$ cat src/jsu_pkg.sv
// Shared types and constants for the JSON string unescaper.
// No dependencies; every other file refers to it by scoped names.
package jsu_pkg;

   localparam int JOB_BYTES = 6;   // most data bytes one input byte can expand to
   localparam int COUNT_W = $clog2(JOB_BYTES + 1);
   localparam int QUEUE_DEPTH = 4;
   localparam int QPTR_W = $clog2(QUEUE_DEPTH);
   localparam int QCNT_W = $clog2(QUEUE_DEPTH + 1);

   localparam logic [15:0] CAP_RESET = 16'd4096;

   localparam logic [7:0] CHR_NUL = 8'h00;
   localparam logic [7:0] CHR_QUOTE = 8'h22;
   localparam logic [7:0] CHR_SLASH = 8'h2F;
   localparam logic [7:0] CHR_BSLASH = 8'h5C;
   localparam logic [7:0] CHR_B = 8'h62;
   localparam logic [7:0] CHR_F = 8'h66;
   localparam logic [7:0] CHR_N = 8'h6E;
   localparam logic [7:0] CHR_R = 8'h72;
   localparam logic [7:0] CHR_T = 8'h74;
   localparam logic [7:0] CHR_U = 8'h75;
   localparam logic [7:0] CHR_BS = 8'h08;
   localparam logic [7:0] CHR_FF = 8'h0C;
   localparam logic [7:0] CHR_LF = 8'h0A;
   localparam logic [7:0] CHR_CR = 8'h0D;
   localparam logic [7:0] CHR_TAB = 8'h09;

   typedef struct packed {
      logic [7:0] in_byte;
      logic       end_of_string;
   } req_type;

   typedef struct packed {
      logic [7:0]  out_byte;
      logic        byte_valid;
      logic        run_last;
      logic        string_done;
      logic [15:0] out_length;
      logic        overflow;
   } rsp_type;

   // Work for the back end: candidate data bytes, then an end marker if done.
   typedef struct packed {
      logic [JOB_BYTES-1:0][7:0] data;
      logic [COUNT_W-1:0]        count;
      logic                      done;
   } job_type;

endpackage

$ cat src/jsu_front.sv
// Front end: escape decoder. Turns each accepted byte into a job of candidate bytes.
// Depends on jsu_pkg.
module jsu_front (
   input  logic             clock,
   input  logic             reset,
   input  logic             accept,
   input  jsu_pkg::req_type in_data,
   output logic             job_valid,
   output jsu_pkg::job_type job
);

   typedef enum logic [2:0] {
      MODE_NORMAL = 3'b001,
      MODE_ESC    = 3'b010,
      MODE_HEX    = 3'b100
   } mode_type;

   mode_type        mode_ff, mode_in;
   logic [11:0]     hv_ff, hv_in;
   logic [1:0]      hc_ff, hc_in;
   logic            term_ff, term_in;
   logic [2:0][7:0] held_ff, held_in;

   function automatic jsu_pkg::job_type job_put(jsu_pkg::job_type j, logic [7:0] b);
      j.data[j.count[2:0]] = b;
      j.count = j.count + jsu_pkg::COUNT_W'(1);
      return j;
   endfunction

   // {ok, nibble}; letters in either case have low nibble 1..6
   function automatic logic [4:0] hex_of(logic [7:0] b);
      logic [4:0] r;
      r = 5'd0;
      if (b >= 8'h30 && b <= 8'h39) r = {1'b1, b[3:0]};
      else if ((b >= 8'h61 && b <= 8'h66) || (b >= 8'h41 && b <= 8'h46))
         r = {1'b1, b[3:0] + 4'd9};
      return r;
   endfunction

   always_comb begin
      jsu_pkg::job_type j;
      logic [7:0]  b;
      logic [4:0]  hx;
      logic [15:0] code;
      logic        do_plain;
      logic        do_flush;
      j = '0;
      b = in_data.in_byte;
      hx = hex_of(b);
      code = {hv_ff, hx[3:0]};
      do_plain = 1'b0;
      do_flush = 1'b0;
      mode_in = mode_ff;
      hv_in = hv_ff;
      hc_in = hc_ff;
      term_in = term_ff;
      held_in = held_ff;

      if (!term_ff) begin
         case (mode_ff)
            MODE_ESC: begin
               mode_in = MODE_NORMAL;
               case (b)
                  jsu_pkg::CHR_QUOTE, jsu_pkg::CHR_BSLASH, jsu_pkg::CHR_SLASH: j = job_put(j, b);
                  jsu_pkg::CHR_B: j = job_put(j, jsu_pkg::CHR_BS);
                  jsu_pkg::CHR_F: j = job_put(j, jsu_pkg::CHR_FF);
                  jsu_pkg::CHR_N: j = job_put(j, jsu_pkg::CHR_LF);
                  jsu_pkg::CHR_R: j = job_put(j, jsu_pkg::CHR_CR);
                  jsu_pkg::CHR_T: j = job_put(j, jsu_pkg::CHR_TAB);
                  jsu_pkg::CHR_U: begin
                     mode_in = MODE_HEX;
                     hc_in = 2'd0;
                     hv_in = 12'd0;
                  end
                  default: begin
                     j = job_put(j, jsu_pkg::CHR_BSLASH);
                     do_plain = 1'b1;
                  end
               endcase
            end
            MODE_HEX: begin
               if (hx[4]) begin
                  if (hc_ff == 2'd3) begin
                     if (code <= 16'h007F) begin
                        j = job_put(j, code[7:0]);
                     end else if (code <= 16'h07FF) begin
                        j = job_put(j, {3'b110, code[10:6]});
                        j = job_put(j, {2'b10, code[5:0]});
                     end else begin
                        j = job_put(j, {4'b1110, code[15:12]});
                        j = job_put(j, {2'b10, code[11:6]});
                        j = job_put(j, {2'b10, code[5:0]});
                     end
                     mode_in = MODE_NORMAL;
                     hc_in = 2'd0;
                     hv_in = 12'd0;
                  end else begin
                     held_in[hc_ff] = b;
                     hv_in = {hv_ff[7:0], hx[3:0]};
                     hc_in = hc_ff + 2'd1;
                  end
               end else begin
                  do_flush = 1'b1;
                  do_plain = 1'b1;
               end
            end
            default: begin
               mode_in = MODE_NORMAL;
               do_plain = 1'b1;
            end
         endcase
      end

      // cut-short \u at end of string is flushed the same way as a bad digit
      if (in_data.end_of_string && mode_in == MODE_HEX) do_flush = 1'b1;

      if (do_flush) begin
         j = job_put(j, jsu_pkg::CHR_BSLASH);
         j = job_put(j, jsu_pkg::CHR_U);
         for (int i = 0; i < 3; i++) begin
            if (2'(i) < hc_in) j = job_put(j, held_in[i]);
         end
         mode_in = MODE_NORMAL;
         hc_in = 2'd0;
         hv_in = 12'd0;
      end

      if (do_plain) begin
         if (b == jsu_pkg::CHR_NUL) term_in = 1'b1;
         else if (b == jsu_pkg::CHR_BSLASH) mode_in = MODE_ESC;
         else j = job_put(j, b);
      end

      if (in_data.end_of_string) begin
         j.done = 1'b1;
         mode_in = MODE_NORMAL;
         hc_in = 2'd0;
         hv_in = 12'd0;
         term_in = 1'b0;
      end

      job = j;
      job_valid = accept && (j.done || j.count != '0);
   end

   always_ff @(posedge clock) begin
      if (reset) begin
         mode_ff <= MODE_NORMAL;
         hv_ff <= 12'd0;
         hc_ff <= 2'd0;
         term_ff <= 1'b0;
      end else if (accept) begin
         mode_ff <= mode_in;
         hv_ff <= hv_in;
         hc_ff <= hc_in;
         term_ff <= term_in;
      end
   end

   always_ff @(posedge clock) begin
      if (accept) held_ff <= held_in;
   end

`ifndef SYNTH
   a_digits_only_in_hex: assert property (@(posedge clock) disable iff (reset)
      hc_ff != 2'd0 |-> mode_ff == MODE_HEX)
      else $error("hex digits held outside \\u mode");
`endif

endmodule

$ cat src/jsu_queue.sv
// Short job queue between the front and back ends.
// Depends on jsu_pkg.
module jsu_queue (
   input  logic             clock,
   input  logic             reset,
   input  logic             push,
   input  jsu_pkg::job_type wdata,
   output logic             full,
   input  logic             pop,
   output jsu_pkg::job_type rdata,
   output logic             empty
);

   jsu_pkg::job_type [jsu_pkg::QUEUE_DEPTH-1:0] slot_ff;
   logic [jsu_pkg::QPTR_W-1:0] wr_ff, rd_ff;
   logic [jsu_pkg::QCNT_W-1:0] cnt_ff;

   assign full = cnt_ff == jsu_pkg::QCNT_W'(jsu_pkg::QUEUE_DEPTH);
   assign empty = cnt_ff == '0;
   assign rdata = slot_ff[rd_ff];

   always_ff @(posedge clock) begin
      if (reset) begin
         wr_ff <= '0;
         rd_ff <= '0;
         cnt_ff <= '0;
      end else begin
         if (push) wr_ff <= wr_ff + jsu_pkg::QPTR_W'(1);
         if (pop) rd_ff <= rd_ff + jsu_pkg::QPTR_W'(1);
         if (push && !pop) cnt_ff <= cnt_ff + jsu_pkg::QCNT_W'(1);
         else if (pop && !push) cnt_ff <= cnt_ff - jsu_pkg::QCNT_W'(1);
      end
   end

   always_ff @(posedge clock) begin
      if (push) slot_ff[wr_ff] <= wdata;
   end

`ifndef SYNTH
   a_no_push_full: assert property (@(posedge clock) disable iff (reset)
      !(push && full) && !(pop && empty))
      else $error("job queue overrun or underrun");
`endif

endmodule

$ cat src/jsu_back.sv
// Back end: walks each job a byte per cycle when its result slot is free,
// applies the capacity limit, keeps per-string lengths. Depends on jsu_pkg.
module jsu_back (
   input  logic             clock,
   input  logic             reset,
   input  logic [15:0]      capacity,
   input  logic             job_empty,
   input  jsu_pkg::job_type job,
   output logic             job_pop,
   output logic             rsp_empty,
   input  logic             rsp_pop,
   output jsu_pkg::rsp_type rsp_data
);

   logic [jsu_pkg::COUNT_W-1:0] idx_ff, idx_in;
   logic [15:0]      kept_ff, kept_in;
   logic             ovf_ff, ovf_in;
   logic             out_valid_ff, out_valid_in;
   jsu_pkg::rsp_type rsp_ff, rsp_in;

   logic        slot_free, step, has_byte, keep, marker, at_last, job_end, produce;
   logic [7:0]  sel_byte;
   logic [15:0] kept_inc;

   assign slot_free = !out_valid_ff || rsp_pop;
   assign step = !job_empty && slot_free;
   assign has_byte = idx_ff < job.count;
   assign keep = has_byte && kept_ff < capacity;
   assign marker = !has_byte;
   assign at_last = idx_ff == job.count - jsu_pkg::COUNT_W'(1);
   assign job_end = marker || (has_byte && !job.done && at_last);
   assign produce = keep || marker;
   assign kept_inc = kept_ff + 16'd1;
   assign job_pop = step && job_end;

   always_comb begin
      sel_byte = 8'd0;
      for (int i = 0; i < jsu_pkg::JOB_BYTES; i++) begin
         if (idx_ff == jsu_pkg::COUNT_W'(i)) sel_byte = job.data[i];
      end
   end

   always_comb begin
      idx_in = idx_ff;
      kept_in = kept_ff;
      ovf_in = ovf_ff;
      out_valid_in = out_valid_ff && !rsp_pop;
      rsp_in = rsp_ff;
      if (step) begin
         idx_in = job_end ? '0 : idx_ff + jsu_pkg::COUNT_W'(1);
         out_valid_in = produce;
         if (marker) begin
            rsp_in = '{out_byte: 8'd0, byte_valid: 1'b0, run_last: 1'b1,
                       string_done: 1'b1, out_length: kept_ff, overflow: ovf_ff};
            kept_in = 16'd0;
            ovf_in = 1'b0;
         end else if (keep) begin
            // later bytes of the same job are dropped once capacity is hit
            rsp_in = '{out_byte: sel_byte, byte_valid: 1'b1,
                       run_last: !job.done && (at_last || kept_inc == capacity),
                       string_done: 1'b0, out_length: kept_inc, overflow: ovf_ff};
            kept_in = kept_inc;
         end else begin
            ovf_in = 1'b1;
         end
      end
   end

   always_ff @(posedge clock) begin
      if (reset) begin
         idx_ff <= '0;
         kept_ff <= 16'd0;
         ovf_ff <= 1'b0;
         out_valid_ff <= 1'b0;
      end else begin
         idx_ff <= idx_in;
         kept_ff <= kept_in;
         ovf_ff <= ovf_in;
         out_valid_ff <= out_valid_in;
      end
   end

   always_ff @(posedge clock) begin
      rsp_ff <= rsp_in;
   end

   assign rsp_empty = !out_valid_ff;
   assign rsp_data = rsp_ff;

`ifndef SYNTH
   a_idx_in_job: assert property (@(posedge clock) disable iff (reset)
      !job_empty |-> idx_ff <= job.count)
      else $error("byte index past end of job");
   a_marker_clears: assert property (@(posedge clock) disable iff (reset)
      step && marker |=> kept_ff == 16'd0 && !ovf_ff)
      else $error("string state not cleared after end marker");
   a_done_shape: assert property (@(posedge clock) disable iff (reset)
      out_valid_ff && rsp_ff.string_done |-> !rsp_ff.byte_valid && rsp_ff.run_last)
      else $error("malformed end marker transaction");
   a_hold_on_stall: assert property (@(posedge clock) disable iff (reset)
      out_valid_ff && !rsp_pop |=> out_valid_ff && $stable(rsp_ff))
      else $error("waiting result changed");
`endif

endmodule

$ cat src/json_string_unescape_top.sv
// JSON string body unescaper, top level.
// Depends on jsu_pkg, jsu_front, jsu_queue, jsu_back.
//
// Feed the escaped string body one byte per transaction; mark the last byte
// with end_of_string. Results come out in order as data bytes and one end
// marker per string carrying the kept length and the overflow flag. The front
// decoder takes one byte every cycle while its four-entry job queue has room;
// the back end takes one step per candidate output byte (kept or dropped
// beyond capacity) plus one for each end marker, and holds while its result
// waits. Each result passes through the job queue and the result register.
// output_capacity is to be written through csr_we/csr_wdata only while no
// transaction is in flight; the block itself does not enforce it.
module json_string_unescape_top (
   input  logic             clock,
   input  logic             reset,
   input  logic             req_push,
   output logic             req_full,
   input  jsu_pkg::req_type req_data,
   output logic             rsp_empty,
   input  logic             rsp_pop,
   output jsu_pkg::rsp_type rsp_data,
   input  logic             csr_we,
   input  logic [15:0]      csr_wdata
);

   logic [15:0]      capacity_ff;
   logic             accept, job_valid, q_full, q_empty, q_pop;
   jsu_pkg::job_type job_w, job_r;

   always_ff @(posedge clock) begin
      if (reset) capacity_ff <= jsu_pkg::CAP_RESET;
      else if (csr_we) capacity_ff <= csr_wdata;
   end

   assign req_full = q_full;
   assign accept = req_push && !q_full;

   jsu_front u_front (
      .clock     (clock),
      .reset     (reset),
      .accept    (accept),
      .in_data   (req_data),
      .job_valid (job_valid),
      .job       (job_w)
   );

   jsu_queue u_queue (
      .clock (clock),
      .reset (reset),
      .push  (job_valid),
      .wdata (job_w),
      .full  (q_full),
      .pop   (q_pop),
      .rdata (job_r),
      .empty (q_empty)
   );

   jsu_back u_back (
      .clock     (clock),
      .reset     (reset),
      .capacity  (capacity_ff),
      .job_empty (q_empty),
      .job       (job_r),
      .job_pop   (q_pop),
      .rsp_empty (rsp_empty),
      .rsp_pop   (rsp_pop),
      .rsp_data  (rsp_data)
   );

endmodule

$ cat config.mk
export PLATFORM = sky130hd
export DESIGN_NAME = json_string_unescape_top
export DESIGN_NICKNAME = d
export VERILOG_FILES = /design/src/jsu_pkg.sv /design/src/jsu_front.sv /design/src/jsu_queue.sv /design/src/jsu_back.sv /design/src/json_string_unescape_top.sv
export SDC_FILE = /design/constraint.sdc
export NUM_CORES = 1
export LEC_CHECK = 0
export ABC_AREA = 1
export BUFFER_PORTS_ARGS = -buffer_cell sky130_fd_sc_hd__buf_2
export CAP_MARGIN = 20
export CORE_MARGIN = 5
export CORE_UTILIZATION = 51
export DETAILED_ROUTE_END_ITERATION = 10
export GPL_TIMING_DRIVEN = 0
export PLACE_DENSITY_LB_ADDON = 0.1
export SETUP_SLACK_MARGIN = 0.2
export SLEW_MARGIN = 20
export SYNTH_ARGS = -nofsm -noshare
export SYNTH_HDL_FRONTEND = slang
export SYNTH_SLANG_ARGS = --single-unit
export TNS_END_PERCENT = 30
$ cat constraint.sdc
create_clock -name clock -period 17 [get_ports clock]
set_clock_uncertainty 0.15 [all_clocks]
set_input_delay 0 -clock clock [delete_from_list [all_inputs] [get_ports clock]]
set_output_delay 0 -clock clock [all_outputs]
set_load 0.005 [all_outputs]
==> metrics.cfg <==
[sta]
slew_violations = 0
tightest_slew_ns = 0.871
finalSetupTns_ns = 0
setup_viol = 0
min_period_over_period_pct = 41.5
whs_ns = -0.00410
max_freq_mhz = 142
relSlewSlack_pct = 41.3
layout_min_cycle_time_ns = 7.06
rsz0062_at_grt = no
finalHoldViolCount = 1
layout_setup_ws_ns = 9.94

[synth]
syn_nets = 2055
synth.avg_cell_area_um2 = 8.80
ys_ff_latch = 322
syn_inst = 1973
synth.distinct_cells = 56
synthArstFlopShare_pct = 0
synth_area_mm2 = 0.0174
synth_ff_type = edfxtp_1
ys_warn_count = 0
synth_edf_count = 260
synth-seq-area-share_pct = 52.1

[cells_and_area]
fin_nets = 2205
fin_area_mm2 = 0.0201
syn_to_final_growth_pct = 16.1
drive_gt1_share_pct = 10.3
finalNonFillerCells = 2601
layout.filler_cells = 2947

[clock_network]
clk_path_buf_depth = 3
cts.reportedPaths.clkPinSlew_ns = 0.06
cts_resized = 0
cts.sinks = 322
ctsHtreeMaxLevel = 2
cts_made_buffers = 37
cts_tree = yes
clock_latency_ns = 0.56
cts-root-buf = clkbuf_16

[die]
die_h_um = 194
die_area_mm2 = 0.0378
ios = 60
die_x_um = 194
start_util_pct = 51.8
num_rows = 67
core_area_mm2 = 0.0335

[worst_hold_path]
min_path_cells = 5
hp-class = in2reg

[drt]
vias = 15000
vias_per_cell = 5.76
met1_length_mm = 23.2
dr_wl_met2_mm = 25.9
routed_wirelength_mm = 55.7
top_layer = met4
drtAntennaViolNets = 0
first_pass_iters = 5
drt_iter0_markers = 1409
routedWlPerCell_um = 21.4
dr_wl_met3_mm = 3.92
drc = 0

[run_status]
violations = hold timing
status = finished, violations left

[worst_setup_path]
start_kind = input port
cp_num_buf_inv = 13
endpoint = u_queue.slot_ff[133]$_DFFE_PP_
reg2reg_slack_ns = 9.98
cp_common_cell = nand2_1
cp_slowest_stage_delay_ns = 0.62
critPathMaxFanout = 22
cp-end-kind = register
path_class = in2reg
r2r_start = u_front.mode_ff[2]$_SDFFE_PP0P_
critPathLaunch = req_data[2]
crit_arrival_ns = 7.16
r2r_cells = 35
slowest_stage = nor3_2
cp.depth = 41
crit_required_ns = 17.10
r2r_end = u_queue.slot_ff[133]$_DFFE_PP_
path_delay_family = simple AND/OR/NAND/NOR gates

[grt]
grt_pass1_vias = 14400
grt_start_max_net_pins = 25
grt_pass1_wl_mm = 85.0
grtUsageTotal_pct = 28.7
overflow = 0
antenna_found_initial = 0

[placed_design]
dpl_worst_slack_ns = 9.43
hpwlAfterDp_mm = 41.4
dpl_cell_area_mm2 = 0.0185
portBuffers = 56
dp_cells = 2488
place_congestion = 1.01

[power_and_ir_drop]
powerDensity_mw_per_mm2 = 117
p_leak_nw = 8.05
vdd_drop_max_mv = 0.0768

[flow_run]
maxCapViolCount = 0

[worst min path at each step]
stage	from	to	slack, ns
3_5_place_dp	csr_wdata[12]	capacity_ff[12]$_SDFFE_PP1P_	0.07
5_1_grt	csr_we	capacity_ff[2]$_SDFFE_PP0P_	0.07
4_1_cts	csr_we	capacity_ff[3]$_SDFFE_PP0P_	0.02
6_report	csr_we	capacity_ff[2]$_SDFFE_PP0P_	-0.004
3_3_place_gp	csr_wdata[12]	capacity_ff[12]$_SDFFE_PP1P_	0.08
2_1_floorplan	req_data[0]	u_queue.slot_ff[0]$_DFFE_PP_	-0.05
[stage by stage]
step                      hold slack (ns)  utilization [%]  total power, mW
final                            -0.00410             60.1             2.37
after global routing               0.0724             60.1             2.47
after CTS                          0.0180             60.1             2.37
after detailed placement           0.0697             55.2             1.58
after global placement             0.0755             54.3             1.55
after floorplan                   -0.0511                -             1.34
[layout make-up]
type,instances,area (um2),share of cell area [%]
sequential,322,9050,44.9
multi-input combinational,1369,7210,35.8
clock buffer,53,1030,5.10
timing repair buffer,111,1000,4.97
inverter,197,748,3.71
tap,448,561,2.78
buffer,85,388,1.92
clock inverter,15,161,0.801
antenna,1,2.50,0.0124
[logic make-up after synthesis]
logic type	share of synthesized area, %
muxes	0.0649
and+or+nand+nor	18.2
DFF	52.1
adders and majority gates	3.79
buffers and inverters	6.54
AOI/OAI and AO/OA	18.6
xor gates and xnor gates	0.757
[synthesized netlist by cell type, types with 4 or more instances]
cell type  instances  share of area (%)
a211oi_1           6               0.26
a21oi_1          130                3.7
a221o_1            7               0.40
a221oi_1           8               0.40
buf_2             12               0.35
buf_4              4               0.17
buf_6              5               0.32
clkbuf_1          63                1.4
dfxtp_1           62                7.2
edfxtp_1         260                 45
ha_1              51                3.7
inv_1            178                3.8
inv_2             14               0.30
nand2_1          402                8.7
nand2_2           21               0.76
nand2_4            6               0.39
nand3_1           73                2.1
nand3_2            7               0.40
nand4_1           12               0.43
nor2_1           168                3.6
nor2_2             8               0.29
nor3_1            10               0.29
o2111ai_1          5               0.25
o211ai_1          37                1.6
o21ai_0          251                7.2
o21ai_1           51                1.5
o21bai_1          12               0.52
o22ai_1           49                1.8
or2_2              4               0.14
xor2_1            15               0.76
[where the power goes]
part           internal, mW  leakage, nW  switching, mW
sequential            0.970         3.07         0.0301
clock                 0.457        0.573          0.327
combinational         0.177         4.41          0.405
total                  1.60         8.05          0.762
[layer usage]
metal | up-vias | global-route usage [%]
met5 | - | 0
met4 | 0 | 13.2
met3 | 136 | 3.96
met2 | 607 | 46.7
met1 | 7059 | 38.5
li1 | 7178 | -
[sequential cells by signal (all words and copies together) (netlist names)]
register and flops:
capacity_ff 16, u_back.idx_ff 3, u_back.kept_ff 16, u_back.out_valid_ff 1, u_back.ovf_ff 1, u_back.rsp_data 28, u_front.hc_ff 2, u_front.held_ff 24
u_front.hv_ff 12, u_front.mode_ff 3, u_front.term_ff 1, u_queue.cnt_ff 3, u_queue.rd_ff 2, u_queue.slot_ff 208, u_queue.wr_ff 2
[tightest hold or removal path: stages]
cell      delay, ns
buf_2          0.12
inv_1          0.05
clkbuf_1       0.20
o21ai_0        0.22
a21oi_1        0.06
[cells in the final DEF (no fill, tap or decap), types with 49 or more instances in the layout]
cell	synthesis	routed
a21oi_1	130	130
buf_2	12	68
clkbuf_1	63	75
dfxtp_1	62	62
edfxtp_1	260	260
ha_1	51	51
inv_1	178	178
nand2_1	402	402
nand3_1	73	73
nor2_1	168	163
o21ai_0	251	251
o21ai_1	51	51
o22ai_1	49	49
[timing repair]
action                    4_1_cts  5_1_grt
hold endpoints to repair      111        0
hold buffers                   44        0
buffers inserted                0        0
Note: power is estimated with default switching activity, not from simulation.
